`src/hdl/pftb_pkg.sv`:
```
// Shared constants, codes and types for the page framebuffer tile blitter.
package pftb_pkg;

	localparam int SCREEN_W    = 128;
	localparam int SCREEN_H    = 64;
	localparam int STORE_DEPTH = 1024;
	localparam int ADDR_W      = $clog2(STORE_DEPTH);
	localparam int BYTE_W      = 8;
	localparam int TILE_W      = 8 * BYTE_W;
	localparam int FULL_ADDR_W = 16;

	localparam logic [1:0] ACT_DRAW   = 2'd0;
	localparam logic [1:0] ACT_MASKED = 2'd1;
	localparam logic [1:0] ACT_READ   = 2'd2;
	localparam logic [1:0] ACT_WRITE  = 2'd3;

	// Shift applied to tile and mask bytes for one page byte update.
	typedef struct packed {
		logic       shr;
		logic [2:0] amt;
	} shift_ctl_t;

endpackage

```
`src/hdl/pftb_blend.sv`:
```
// Shift-and-merge unit: one page byte read-modify-write step.
module pftb_blend
	import pftb_pkg::*;
(
	input  logic [BYTE_W-1:0] old_byte,
	input  logic [BYTE_W-1:0] tile_byte,
	input  logic [BYTE_W-1:0] mask_byte,
	input  shift_ctl_t        ctl,
	output logic [BYTE_W-1:0] new_byte
);

	logic [BYTE_W-1:0] t_sh;
	logic [BYTE_W-1:0] m_sh;
	logic [BYTE_W-1:0] keep;

	always_comb begin
		if (ctl.shr) begin
			t_sh = tile_byte >> ctl.amt;
			m_sh = mask_byte >> ctl.amt;
			keep = ~(8'hff >> ctl.amt);
		end else begin
			t_sh = tile_byte << ctl.amt;
			m_sh = mask_byte << ctl.amt;
			keep = ~(8'hff << ctl.amt);
		end
		// keep bits outside the tile, clear where mask is 0, then OR tile in
		new_byte = (old_byte & (m_sh | keep)) | t_sh;
	end

endmodule

```
`config.mk`:
```
export PLATFORM = sky130hd
export DESIGN_NAME = pftb_blend
export DESIGN_NICKNAME = d
export VERILOG_FILES = /design/src/hdl/pftb_pkg.sv /design/src/hdl/pftb_blend.sv
export SDC_FILE = /design/constraint.sdc
export NUM_CORES = 1
export LEC_CHECK = 0
export ABC_CLOCK_PERIOD_IN_PS = 2700
export BUFFER_PORTS_ARGS = -buffer_cell sky130_fd_sc_hd__buf_2
export CAP_MARGIN = 20
export CORE_MARGIN = 3
export CORE_UTILIZATION = 59
export DETAILED_ROUTE_END_ITERATION = 10
export GPL_TIMING_DRIVEN = 0
export PLACE_DENSITY = 0.91
export SETUP_SLACK_MARGIN = 0.05
export SLEW_MARGIN = 20
export SYNTH_ARGS = -nofsm -noshare
export SYNTH_HDL_FRONTEND = slang
export SYNTH_SLANG_ARGS = --single-unit
```
`constraint.sdc`:
```
create_clock -name vclk -period 2.7
set_input_delay 0.27 -clock vclk [all_inputs]
set_output_delay 0.27 -clock vclk [all_outputs]
set_load 0.01 [all_outputs]
```
==> qor.yml <==
dp_slack_ns: 0.690
die_w_um: 49.5
slew_violations: 0
utilization_pct: 74.8
fin_nets: 224
worst_setup_path_end_kind: "primary output"
syn_avg_cell_area_um2: 6.98
yosysMostFrequentCell: "mux2i_1"
drt-total-wl_um: 3940
relSlewSlack_pct: 69.9
io_buffers: 34
hp-class: "in -> out"
ys_seq_area_share_pct: 0
seq_cells: 0
ff_latch_area_um2: 0
syn-num-nets: 188
nClkBuffers: 0
grt_setup_unrepaired: "no"
period_share_pct: 74.9
endpoint: "new_byte[2]"
fillers: 169
cp.arrival_ns: 1.75
ios: 36
max_cap_violations: 0
worst_setup_path_start_kind: "input port"
antenna_cells: 0
cts_resized: 0
core.rowCount: 15
dr_total_vias: 1522
min_period_ns: 2.02
crit_type: "in -> out"
die_h_um: 49.5
power_density_mw_per_mm2: 187
startpoint: "ctl[1]"
tns_ns: 0
multi_input_area_um2: 997
status: "complete, no violations"
yosys-top-cells-area: "mux2i_1, a21oi_1, mux4_2, mux2_1, o22ai_1"
synth_cell_types: 44
area_growth_pct: 18.0
yosysWarnings: 0
setup_ws_ns: 0.677
p_leak_nw: 0.576
dr.pass1.iters: 5
ir_worst_vdd_mv: 0.119
gp_congestion: 1.05
dp_hpwl_um: 2980
dp_cells: 219
synth_common_cells: "mux2i_1, a21oi_1, nand2_1"
drc: 0
synth_top_cell_area_share_pct: 17.0
grt_pass1_wl_um: 6280
first_iter_violations: 142
synth_largest_area_cell: "mux2i_1"
synth_area_mm2: 0.00112
hold_violations: 0
setup_violations: 0
antenna_left: 0
cp_max_fo: 10
grt_overflow_total: 0
timing.fmax_ghz: 0.494
antenna_found_initial: 0
cts_setup_buffers: 0
postCtsHoldBufs: 0
drive_above_1_share_pct: 29.4
vias_per_cell: 6.95
grt_pass1_vias: 1305
avgRoutedWirePerCell_um: 18.0
crit_required_ns: 2.43
initial_core_util_pct: 63.3
syn_inst: 160
layoutNonFillerInstCount: 219
grtUsageTotal_pct: 32.1
power_mw: 0.247
die-area_mm2: 0.00245
worst_pin_slew_ns: 0.452
core_mm2: 0.00176
grt_max_degree: 11
kinds of logic after synthesis:
group / share of synthesized area [%]
buf+inv: 10.7
simple gates: 18.8
mux: 31.1
compound gates: 39.3
layout make-up:
| cell class | instances | area share, % |
|---|---|---|
| Multi-Input combinational cell | 140 | 75.6 |
| Timing Repair Buffer | 34 | 12.9 |
| Buffer | 16 | 7.97 |
| Tap cell | 25 | 2.37 |
| Inverter | 4 | 1.14 |
worst min path at each step:
| stage | slack (ns) | startpoint | endpoint | cells past startpoint |
|---|---|---|---|---|
| finish | 0.85 | old_byte[5] | new_byte[5] | 4 |
| detailed placement | 0.85 | old_byte[5] | new_byte[5] | 4 |
| CTS | 0.85 | old_byte[5] | new_byte[5] | 4 |
| global placement | 0.86 | old_byte[5] | new_byte[5] | 4 |
| global route | 0.89 | old_byte[5] | new_byte[5] | 4 |
| floorplan | 0.67 | old_byte[7] | new_byte[7] | 2 |
report_power, final:
part           leakage, nW  switching [mW]  internal, mW
combinational        0.576           0.140         0.106
clock                    0               0             0
sequential               0               0             0
total                0.576           0.140         0.106
critical path, cell delays in order:
cell,delay [ns]
buf_2,0.10
buf_4,0.17
buf_4,0.22
mux4_2,0.31
a21oi_1,0.14
o21ai_1,0.09
o211ai_1,0.12
o221ai_1,0.15
buf_2,0.18
metrics by stage:
stage	area, um2	hold slack, ns
final	1320	0.848
after global placement	1320	0.856
after CTS	1320	0.851
after global routing	1320	0.887
after floorplan	1120	0.671
after detailed placement	1320	0.848
per-layer routing:
layer  vias to the layer above  routed length (um)  track usage [%]
li1                        701                   -                -
met1                       671                1460             41.3
met2                       138                1800             55.4
met3                        12                 591             5.14
met4                         0                  80             8.29
met5                         -                   0                0
placed cells by master, fill, tap and decap left out, types with 4 or more instances in the layout:
master	Yosys	final
nand2_1	13	13
nor2_1	10	10
a31oi_1	5	5
mux2i_1	19	19
buf_2	6	40
a21oi_1	16	16
o21ai_0	9	9
mux2_1	5	5
buf_4	4	4
o22ai_1	8	8
nand2b_1	5	5
nand3_1	6	6
o221ai_1	4	4
Note: power is estimated with default switching activity, not from simulation.
